[src/hdl/osi_pkg.sv]
// ---------------------------------------------------------------------------
// osi_pkg: shared types and constants of the step integrator
// Word layouts, mode, method and register codes, and sequencer states.
// ---------------------------------------------------------------------------
package osi_pkg;

    localparam int FRAC_BITS_DEF = 32;
    localparam int DATA_W        = 64;
    localparam int STEP_W        = 63;
    localparam int CFG_IDX_W     = 2;

    localparam logic [1:0] MODE_LOAD_POS = 2'd0;
    localparam logic [1:0] MODE_LOAD_VEL = 2'd1;
    localparam logic [1:0] MODE_ACCEL    = 2'd2;

    localparam logic [1:0] METH_EULER    = 2'd0;
    localparam logic [1:0] METH_MIDPOINT = 2'd1;
    localparam logic [1:0] METH_RK4      = 2'd2;

    localparam logic [CFG_IDX_W-1:0] REG_METHOD     = 2'd0;
    localparam logic [CFG_IDX_W-1:0] REG_STEP       = 2'd1;
    localparam logic [CFG_IDX_W-1:0] REG_START_TIME = 2'd2;
    localparam logic [CFG_IDX_W-1:0] REG_END_TIME   = 2'd3;

    localparam logic [1:0] STAGE_LAST = 2'd3;

    typedef struct packed {
        logic [1:0]         mode;
        logic signed [63:0] value_x;
        logic signed [63:0] value_y;
        logic signed [63:0] value_z;
    } in_word_t;

    typedef struct packed {
        logic signed [63:0] pos_x;
        logic signed [63:0] pos_y;
        logic signed [63:0] pos_z;
        logic signed [63:0] vel_x;
        logic signed [63:0] vel_y;
        logic signed [63:0] vel_z;
        logic signed [63:0] sample_time;
        logic               step_done;
        logic               run_done;
    } out_word_t;

    typedef enum logic [2:0] {
        ST_IDLE,
        ST_MUL_A,
        ST_MUL_B,
        ST_DIV_V,
        ST_DIV_P,
        ST_FINISH,
        ST_OUT
    } seq_state_t;

endpackage

[src/hdl/osi_div6.sv]
// ---------------------------------------------------------------------------
// osi_div6: division by six by reciprocal multiplication
// Halves the magnitude, multiplies by a rounded-up reciprocal of three over
// four 32x32 partial products, and rounds the quotient toward zero.
// ---------------------------------------------------------------------------
module osi_div6 import osi_pkg::*; (
    input  logic               aclk,
    input  logic               aresetn,
    input  logic               start,
    input  logic signed [63:0] u,
    output logic               done,
    output logic signed [63:0] result
);

    // ceil(2^64 / 3): exact for every dividend below 2^63 after the top 64 bits.
    localparam logic [63:0] RECIP3 = 64'h5555_5555_5555_5556;

    logic [62:0]  num_reg;
    logic         neg_reg;
    logic [127:0] acc_reg;
    logic [63:0]  pp_reg;
    logic [1:0]   k_reg;
    logic [2:0]   cnt_reg;
    logic         busy_reg;
    logic         done_reg;
    logic [63:0]  quo_reg;
    logic [63:0]  mag;
    logic [31:0]  op_a;
    logic [31:0]  op_b;
    logic [127:0] pp_shift;

    always_comb begin
        mag  = u[63] ? 64'(-u) : 64'(u);
        op_a = cnt_reg[1] ? {1'b0, num_reg[62:32]} : num_reg[31:0];
        op_b = cnt_reg[0] ? RECIP3[63:32] : RECIP3[31:0];
        case (k_reg)
            2'd0:    pp_shift = {64'd0, pp_reg};
            2'd1:    pp_shift = {32'd0, pp_reg, 32'd0};
            default: pp_shift = {pp_reg, 64'd0};
        endcase
    end

    always_ff @(posedge aclk) begin
        if (!aresetn) begin
            busy_reg <= 1'b0;
            done_reg <= 1'b0;
            cnt_reg  <= '0;
        end else begin
            done_reg <= 1'b0;
            if (start && !busy_reg) begin
                busy_reg <= 1'b1;
                cnt_reg  <= '0;
                neg_reg  <= u[63];
                num_reg  <= mag[63:1];
                acc_reg  <= '0;
            end else if (busy_reg) begin
                cnt_reg <= cnt_reg + 3'd1;
                if (cnt_reg < 3'd4) begin
                    pp_reg <= op_a * op_b;
                    k_reg  <= {1'b0, cnt_reg[1]} + {1'b0, cnt_reg[0]};
                end
                if (cnt_reg >= 3'd1 && cnt_reg <= 3'd4) begin
                    acc_reg <= acc_reg + pp_shift;
                end
                if (cnt_reg == 3'd5) begin
                    quo_reg  <= neg_reg ? -acc_reg[127:64] : acc_reg[127:64];
                    busy_reg <= 1'b0;
                    done_reg <= 1'b1;
                end
            end
        end
    end

    assign done   = done_reg;
    assign result = quo_reg;

endmodule

[config.mk]
export PLATFORM = sky130hd
export DESIGN_NAME = osi_div6
export DESIGN_NICKNAME = d
export VERILOG_FILES = /design/src/hdl/osi_pkg.sv /design/src/hdl/osi_div6.sv
export SDC_FILE = /design/constraint.sdc
export NUM_CORES = 2
export LEC_CHECK = 0
export BUFFER_PORTS_ARGS = -buffer_cell sky130_fd_sc_hd__buf_2
export CAP_MARGIN = 0
export CORE_MARGIN = 2
export CORE_UTILIZATION = 55
export CTS_BUF_LIST = sky130_fd_sc_hd__clkbuf_8
export CTS_CLUSTER_DIAMETER = 50
export DETAILED_ROUTE_END_ITERATION = 12
export PLACE_DENSITY = 0.72
export SYNTH_ARGS = -nofsm -noshare
export SYNTH_HDL_FRONTEND = slang
export SYNTH_SLANG_ARGS = --single-unit
[constraint.sdc]
create_clock -name aclk -period 16.1 [get_ports aclk]
set_input_delay 4.025 -clock aclk [delete_from_list [all_inputs] [get_ports aclk]]
set_output_delay 4.025 -clock aclk [all_outputs]
set_load 0.1 [all_outputs]
==> summary.txt <==
Critical path
  • Stages on the worst setup path: 27
  • CP Launch Type: flop
  • Slowest stage cell on the critical path: fa_1
  • Critical Path AT: 9.24 ns
  • Worst Setup End Kind: flop
  • R2R cell count: 27
  • Crit path required time: 16.51 ns
  • Reg-to-reg endpoint: pp_reg[58]$_DFFE_PP_
  • CP max FO: 34
  • Critical path class: flop to flop
  • Register-to-register setup slack: 7.27 ns
  • CP peak stage delay: 0.56 ns
  • Most used cell, CP: fa_1
  • Reg-to-reg startpoint: cnt_reg[1]$_SDFFE_PN0P_
  • Top delay family on crit path: adder cells
  • CP bufs+invs: 4

Die
  • DIE AREA: 0.07642 mm²
  • Row cnt: 99
  • Core Region: 0.07321 mm²
  • Die W: 276.5 µm
  • Die Y: 276.5 µm
  • Initial Utilization: 0.5577
  • Ports: 132

Clock network
  • Setup bufs post-CTS: 0
  • Clk slew on worst S/H paths: 0.06 ns
  • Post-CTS sizing: 0
  • H-tree depth: 2
  • Post-CTS Hold Buffers: 0
  • CTS tree: built
  • Clock root cell: clkbuf_8
  • Inserted Clock Buffers: 61
  • CTS Sinks: 326
  • Clk_lat worst skew: 0.70 ns
  • Clock Path Buffers: 3

Cells and area
  • Area Growth Syn to Fin: 6.739%
  • Number of fill cells in the layout: 6458
  • Finished Core Util: 0.5953
  • Max FFs per register: 128
  • Layout cells sized above 1: 0.06475
  • Final net count: 5384
  • Non-filler cells, final: 5443

Yosys
  • Register area share after synthesis: 0.2386
  • Most common cell in the synthesized netlist: inv_1
  • Post-Synthesis Cells: 4360
  • Cell area after synthesis: 0.04083 mm²
  • Synth unique cells: 79
  • Synthesis Warnings: 0
  • Largest cells by area after synthesis: edfxtp_1, fa_1, ha_1
  • Async S/R FF share, synth: 0
  • Syn_nets: 5314
  • Syn_area_per_cell: 9.364 µm²
  • EDFF count, synth: 321
  • Post-synth top area cell: edfxtp_1
  • Main synth FF type: edfxtp_1
  • Synth cell count leaders: inv_1, ha_1, fa_1
  • Yosys reg bits: 326
  • Yosys top cell area share: 0.2361

Placed design
  • Buffers on Ports: 131
  • Placed Cells: 5326
  • Gpl congestion: 1.021
  • Detail Placement HPWL: 105000 µm

Routing
  • Detailed-route wire length per cell: 23.10 µm
  • Vias per cell: 5.907
  • Pre-Repair DR Iteration Count: 6
  • DR DRC count: 0
  • ANT nets after route: 0
  • Initial DRC count: 2911
  • Wirelength, routed: 125800 µm
  • Via count: 32150

Min path
  • Worst Hold Endpoint: busy_reg$_SDFF_PN0_
  • Hold Path Depth: 1
  • Worst hold start: cnt_reg[2]$_SDFFE_PN0P_
  • Hold WC Path Type: flop to flop

Timing
  • Final Hold Viols: 0
  • Crit share post-route: 0.5486
  • Fin Hold WS: 0.5133 ns
  • Setup Skew: 0.06402 ns
  • RSZ-0062 raised after global routing: false
  • Slew @ Worst Pin: 1.163 ns
  • Max_slew headroom: 0.2243
  • Final setup fails: 0
  • Slew Viols, Final: 0
  • Fmax: 113.2 MHz
  • Final setup TNS: 0 ns
  • Min Tclk post-route: 8.833 ns

Flow run
  • Max cap viols: 0

Global route
  • Vias in the first global route: 31840
  • Initial antenna violation count: 4
  • Grt total ovfl: 0
  • GRT Overall Usage: 0.3261
  • First-pass GRT wire length: 190300 µm
  • Largest net degree at the start of global routing: 127

Status
  • Status: finished clean
-- layer usage --
metal / track usage / part of all wire / vias up
met4: 0.1538 / 0.052 / 6
li1: - / - / 15040
met2: 0.5354 / 0.46 / 1305
met3: 0.04926 / 0.067 / 303
met5: 0 / 0.00029 / -
met1: 0.4249 / 0.42 / 15500
-- metrics by stage --
| step | setup WS, ns | instance area, µm² |
|---|---|---|
| 5_1_grt | 6.811 | 43570 |
| 3_5_place_dp | 7.274 | 42320 |
| 4_1_cts | 7.260 | 43560 |
| 6_report | 7.267 | 43580 |
| 2_1_floorplan | 5.519 | 40830 |
| 3_3_place_gp | 7.408 | 42320 |
-- layout by cell type (no fill, tap or decap), drive strengths merged, types with 62 or more instances in the layout --
| master | n |
|---|---|
| o21ai | 223 |
| a21o | 100 |
| o21bai | 63 |
| nand4 | 78 |
| clkbuf | 62 |
| nor2 | 313 |
| xnor2 | 232 |
| xor2 | 79 |
| fa | 382 |
| and2 | 102 |
| buf | 148 |
| inv | 662 |
| ha | 505 |
| nand2 | 332 |
| a21oi | 288 |
| edfxtp | 321 |
-- worst max-delay path by stage --
stage | startpoint | endpoint | slack (ns)
finish | cnt_reg[1]$_SDFFE_PN0P_ | pp_reg[58]$_DFFE_PP_ | 7.27
global route | cnt_reg[1]$_SDFFE_PN0P_ | pp_reg[58]$_DFFE_PP_ | 6.81
CTS | cnt_reg[1]$_SDFFE_PN0P_ | pp_reg[58]$_DFFE_PP_ | 7.26
detailed placement | cnt_reg[1]$_SDFFE_PN0P_ | pp_reg[58]$_DFFE_PP_ | 7.27
global placement | u[1] | num_reg[61]$_DFFE_PP_ | 7.41
floorplan | start | acc_reg[0]$_SDFFCE_PP0P_ | 5.52
-- cells by family after synthesis --
group,synth area share
DFF,0.2386
muxes,0.01765
xor gates and xnor gates,0.06672
and+or+nand+nor,0.1269
buffers and inverters,0.07218
adders and majority gates,0.3421
AOI/OAI and AO/OA,0.1358
other,0.00009185
-- layout make-up --
class | count | area [µm²] | share of cell area
diodes | 5 | 12.51 | 0.0002871
clock buffers | 62 | 853.3 | 0.01958
clock inverters | 50 | 387.9 | 0.008901
inverters | 644 | 2417 | 0.05547
multi-input cells | 3249 | 28170 | 0.6465
flip-flops and latches | 326 | 9739 | 0.2235
well taps | 959 | 1200 | 0.02754
repair buffers | 148 | 795.8 | 0.01826
Power is not shown: default switching activity piles up to over one toggle a cycle in this logic, so the estimate is an artifact.
