<file path="src/hdl/osi_pkg.sv">
// ---------------------------------------------------------------------------
// osi_pkg: shared types and constants of the step integrator
// Word layouts, mode, method and register codes, and sequencer states.
// ---------------------------------------------------------------------------
package osi_pkg;

    localparam int FRAC_BITS_DEF = 32;
    localparam int DATA_W        = 64;
    localparam int STEP_W        = 63;
    localparam int CFG_IDX_W     = 2;

    localparam logic [1:0] MODE_LOAD_POS = 2'd0;
    localparam logic [1:0] MODE_LOAD_VEL = 2'd1;
    localparam logic [1:0] MODE_ACCEL    = 2'd2;

    localparam logic [1:0] METH_EULER    = 2'd0;
    localparam logic [1:0] METH_MIDPOINT = 2'd1;
    localparam logic [1:0] METH_RK4      = 2'd2;

    localparam logic [CFG_IDX_W-1:0] REG_METHOD     = 2'd0;
    localparam logic [CFG_IDX_W-1:0] REG_STEP       = 2'd1;
    localparam logic [CFG_IDX_W-1:0] REG_START_TIME = 2'd2;
    localparam logic [CFG_IDX_W-1:0] REG_END_TIME   = 2'd3;

    localparam logic [1:0] STAGE_LAST = 2'd3;

    typedef struct packed {
        logic [1:0]         mode;
        logic signed [63:0] value_x;
        logic signed [63:0] value_y;
        logic signed [63:0] value_z;
    } in_word_t;

    typedef struct packed {
        logic signed [63:0] pos_x;
        logic signed [63:0] pos_y;
        logic signed [63:0] pos_z;
        logic signed [63:0] vel_x;
        logic signed [63:0] vel_y;
        logic signed [63:0] vel_z;
        logic signed [63:0] sample_time;
        logic               step_done;
        logic               run_done;
    } out_word_t;

    typedef enum logic [2:0] {
        ST_IDLE,
        ST_MUL_A,
        ST_MUL_B,
        ST_DIV_V,
        ST_DIV_P,
        ST_FINISH,
        ST_OUT
    } seq_state_t;

endpackage

</file>
<file path="src/hdl/osi_mul.sv">
// ---------------------------------------------------------------------------
// osi_mul: iterative fixed-point multiplier
// Signed value times unsigned step, four 32x32 partial products, floor scaled.
// ---------------------------------------------------------------------------
module osi_mul import osi_pkg::*; #(
    parameter int FRAC_BITS = FRAC_BITS_DEF
) (
    input  logic               aclk,
    input  logic               aresetn,
    input  logic               start,
    input  logic signed [63:0] a,
    input  logic [STEP_W-1:0]  h,
    output logic               done,
    output logic signed [63:0] result
);

    logic [63:0]  mag_reg;
    logic [63:0]  h_reg;
    logic         neg_reg;
    logic [127:0] acc_reg;
    logic [63:0]  pp_reg;
    logic [1:0]   k_reg;
    logic [2:0]   cnt_reg;
    logic         busy_reg;
    logic         done_reg;
    logic [31:0]  op_a;
    logic [31:0]  op_b;
    logic [127:0] pp_shift;

    always_comb begin
        op_a = cnt_reg[1] ? mag_reg[63:32] : mag_reg[31:0];
        op_b = cnt_reg[0] ? h_reg[63:32] : h_reg[31:0];
        case (k_reg)
            2'd0:    pp_shift = {64'd0, pp_reg};
            2'd1:    pp_shift = {32'd0, pp_reg, 32'd0};
            default: pp_shift = {pp_reg, 64'd0};
        endcase
    end

    always_ff @(posedge aclk) begin
        if (!aresetn) begin
            busy_reg <= 1'b0;
            done_reg <= 1'b0;
            cnt_reg  <= '0;
        end else begin
            done_reg <= 1'b0;
            if (start && !busy_reg) begin
                busy_reg <= 1'b1;
                cnt_reg  <= '0;
                neg_reg  <= a[63];
                mag_reg  <= a[63] ? 64'(-a) : 64'(a);
                h_reg    <= {1'b0, h};
                acc_reg  <= '0;
            end else if (busy_reg) begin
                cnt_reg <= cnt_reg + 3'd1;
                if (cnt_reg < 3'd4) begin
                    pp_reg <= op_a * op_b;
                    k_reg  <= {1'b0, cnt_reg[1]} + {1'b0, cnt_reg[0]};
                end
                if (cnt_reg >= 3'd1 && cnt_reg <= 3'd4) begin
                    acc_reg <= acc_reg + pp_shift;
                end
                if (cnt_reg == 3'd5) begin
                    if (neg_reg) begin
                        acc_reg <= -acc_reg;
                    end
                    busy_reg <= 1'b0;
                    done_reg <= 1'b1;
                end
            end
        end
    end

    assign done   = done_reg;
    assign result = acc_reg[FRAC_BITS +: 64];

endmodule

</file>
<file path="config.mk">
export PLATFORM = sky130hd
export DESIGN_NAME = osi_mul
export DESIGN_NICKNAME = d
export VERILOG_FILES = /design/src/hdl/osi_pkg.sv /design/src/hdl/osi_mul.sv
export SDC_FILE = /design/constraint.sdc
export NUM_CORES = 2
export LEC_CHECK = 0
export BUFFER_PORTS_ARGS = -buffer_cell sky130_fd_sc_hd__clkbuf_2
export CORE_ASPECT_RATIO = 1.2
export CORE_MARGIN = 3
export CORE_UTILIZATION = 40
export CTS_CLUSTER_SIZE = 8
export DETAILED_ROUTE_END_ITERATION = 8
export PLACE_DENSITY = 0.68
export SLEW_MARGIN = 5
export SYNTH_ARGS = -nofsm -noshare
export SYNTH_HDL_FRONTEND = slang
export SYNTH_SLANG_ARGS = --single-unit
export TNS_END_PERCENT = 20
</file>
<file path="constraint.sdc">
create_clock -name aclk -period 15.5 [get_ports aclk]
set_clock_uncertainty 0.1 [all_clocks]
set_input_delay 3.1 -clock aclk [delete_from_list [all_inputs] [get_ports aclk]]
set_output_delay 3.1 -clock aclk [all_outputs]
set_load 0.1 [all_outputs]
</file>
==> results.toml <==
[status]
status = "finished, final reports clean"

[setup_path]
critPathKind = "flip-flop to flip-flop"
cp-end-kind = "flip-flop"
crit_required_ns = 15.77
reg2reg_slack_ns = 5.11
cp-start-kind = "flip-flop"
r2r_cells = 26
r2r-end = "pp_reg[60]$_DFFE_PP_"
critPathArrivalTime_ns = 10.66
timing.rr.start = "cnt_reg[1]$_SDFFE_PN0P_"
critPathMaxFanout = 45

[floorplanning]
die_area_um2 = 141000
fp-row-count = 148
die_w_um = 344
io_pins = 195
die_y_um = 411
core-area_um2 = 136000
start_util = 0.404

[global_routing]
grt_pass1_vias = 47700
gr-usage-all-layers = 0.275
antenna_found_initial = 8
grt_max_degree = 76
grt_remaining_overflow = 0
grt_pass1_wl_um = 293000

[clock_network]
cts_tree = "built"
clockRootBuffer = "clkbuf_16"
cts-htree-levels = 2
cts_buffer_depth = 3
cts_inserted_buffers = 44
ctsHoldBuffers = 0
post-cts-setup-buffers = 0
clk_latency_ns = 0.63
cts_resized = 0
cts.clk_slew.worst_paths_ns = 0.05
clock_sinks = 295

[logic_synthesis]
netlist_instances = 6179
ys.flop_type = "edfxtp_1"
syn_area_um2 = 54800
synth_top_area_cell = "fa_1"
synth-edff-count = 290
synth_nets = 7569
yosysSeqAreaShare = 0.161
synth_top_cell_area_share = 0.328
ys_warn_count = 0
synth_most_common_cell = "inv_1"
synth_seq_cells = 295
synth_area_leaders = "fa_1, edfxtp_1, ha_1"
yosys-top-cells-count = "inv_1, fa_1, nor2_1"
synthArstFlopShare = 0
syn_area_per_cell_um2 = 8.86
synth_cell_type_count = 79

[sta]
hold_viol = 0
maxSlewHeadroom = 0.226
slew_violations = 0
tns_ns = 0
min_period_over_period = 0.671
tightest_slew_ns = 1.14
rsz0062_at_grt = "false"
final.min_clock_period_ns = 10.39
finalSetupViolations = 0
max_freq_mhz = 96.2
holdWs_ns = 0.541

[route]
drcViolationCount = 0
vias_per_cell = 5.82
vias = 46300
drt_pre_antenna_iters = 6
antenna_left = 0
post_drt_wl_per_cell_um = 24.4
drt-total-wl_um = 194000
drt-initial-drc-count = 4212

[placed_design]
io_buffers = 194
place_area_um2 = 57300
hpwl_um = 149000
gp_congestion = 0.992

[final_layout]
drive_gt1_frac = 0.0789
largest_reg_flops = 96
syn_to_final_growth_pct = 7.08
final_nets = 7512
final_util = 0.432
final_area_um2 = 58700

[min_path]
hold_start = "cnt_reg[2]$_SDFFE_PN0P_"
holdPathStages = 2
hold_end = "done$_SDFF_PP0_"
hold_path_class = "flip-flop to flip-flop"

[job]
drv_cap = 0
worst max-delay path, cell delays in order, from the launching register on:
cell,delay (ns)
dfxtp_4,0.60
buf_4,0.73
mux2i_4,1.05
nor2_1,0.15
fa_1,0.63
fa_1,0.46
fa_1,0.52
inv_1,0.05
fa_1,0.48
inv_1,0.06
fa_1,0.48
fa_1,0.51
fa_1,0.52
inv_1,0.06
fa_1,0.47
inv_1,0.04
ha_1,0.36
a41oi_1,0.19
o21ai_0,0.25
a221oi_1,0.41
or3_1,0.20
o211ai_1,0.21
a311oi_1,0.49
o21ai_0,0.25
a221oi_1,0.49
o21ai_0,0.19
xor2_1,0.16
kinds of logic after synthesis:
family,synth area share
xor+xnor,0.0325
compound gates,0.112
fa+ha+maj,0.411
flops,0.161
mux,0.0310
buf+inv,0.0949
simple gates,0.158
per-layer routing:
layer | wire, µm | track usage
met1 | 72700 | 0.342
met2 | 86600 | 0.431
met3 | 22100 | 0.0794
met4 | 13000 | 0.150
met5 | 26 | 0
cell type report:
class / count / area, µm²
diodes: 9 / 22.5
clock buffers: 65 / 1220
clock inverters: 5 / 87.6
fillers: 13300 / 77100
inverters: 941 / 3530
multi-input cells: 4564 / 41100
flip-flops and latches: 295 / 8820
well taps: 1800 / 2250
repair buffers: 276 / 1610
how the worst max path moves through the flow:
stage | slack, ns | startpoint | cells after the start | endpoint
6_report | 5.11 | cnt_reg[1]$_SDFFE_PN0P_ | 26 | pp_reg[60]$_DFFE_PP_
5_1_grt | 4.70 | cnt_reg[1]$_SDFFE_PN0P_ | 28 | pp_reg[60]$_DFFE_PP_
4_1_cts | 5.28 | cnt_reg[1]$_SDFFE_PN0P_ | 28 | pp_reg[60]$_DFFE_PP_
3_5_place_dp | 5.26 | cnt_reg[1]$_SDFFE_PN0P_ | 28 | pp_reg[60]$_DFFE_PP_
3_3_place_gp | 5.46 | cnt_reg[0]$_SDFFE_PN0P_ | 25 | pp_reg[60]$_DFFE_PP_
2_1_floorplan | 6.43 | cnt_reg[0]$_SDFFE_PN0P_ | 31 | pp_reg[60]$_DFFE_PP_
layout by cell type (no fill, tap or decap), types with 21 or more instances in the layout:
| master | synthesis | layout |
|---|---|---|
| a211oi_1 | 27 | 27 |
| a21o_1 | 92 | 92 |
| a21oi_1 | 275 | 275 |
| a221oi_1 | 23 | 23 |
| a22o_1 | 33 | 33 |
| a31oi_1 | 34 | 34 |
| and2_1 | 63 | 62 |
| buf_4 | 64 | 80 |
| clkbuf_16 | 0 | 45 |
| clkbuf_2 | 0 | 194 |
| edfxtp_1 | 290 | 290 |
| fa_1 | 897 | 897 |
| ha_1 | 363 | 363 |
| inv_1 | 941 | 941 |
| mux2_2 | 61 | 61 |
| mux2i_1 | 101 | 54 |
| mux2i_2 | 0 | 34 |
| nand2_1 | 657 | 656 |
| nand2b_1 | 21 | 21 |
| nand3_1 | 55 | 54 |
| nand4_1 | 64 | 64 |
| nor2_1 | 829 | 826 |
| nor3_1 | 89 | 89 |
| nor4_1 | 33 | 33 |
| o21a_1 | 25 | 24 |
| o21ai_0 | 203 | 203 |
| o21bai_1 | 43 | 43 |
| o22ai_1 | 24 | 24 |
| o31ai_1 | 29 | 29 |
| or3_1 | 50 | 50 |
| or4_1 | 36 | 36 |
| xnor2_1 | 164 | 164 |
| xor2_1 | 39 | 39 |
metrics by stage:
stage,setup WS [ns],instances
floorplan,6.43,6179
global placement,5.46,7874
detailed placement,5.26,7876
CTS,5.28,7946
global route,4.70,7946
finish,5.11,7955
Power is not shown: default switching activity piles up to over one toggle a cycle in this logic, so the estimate is an artifact.
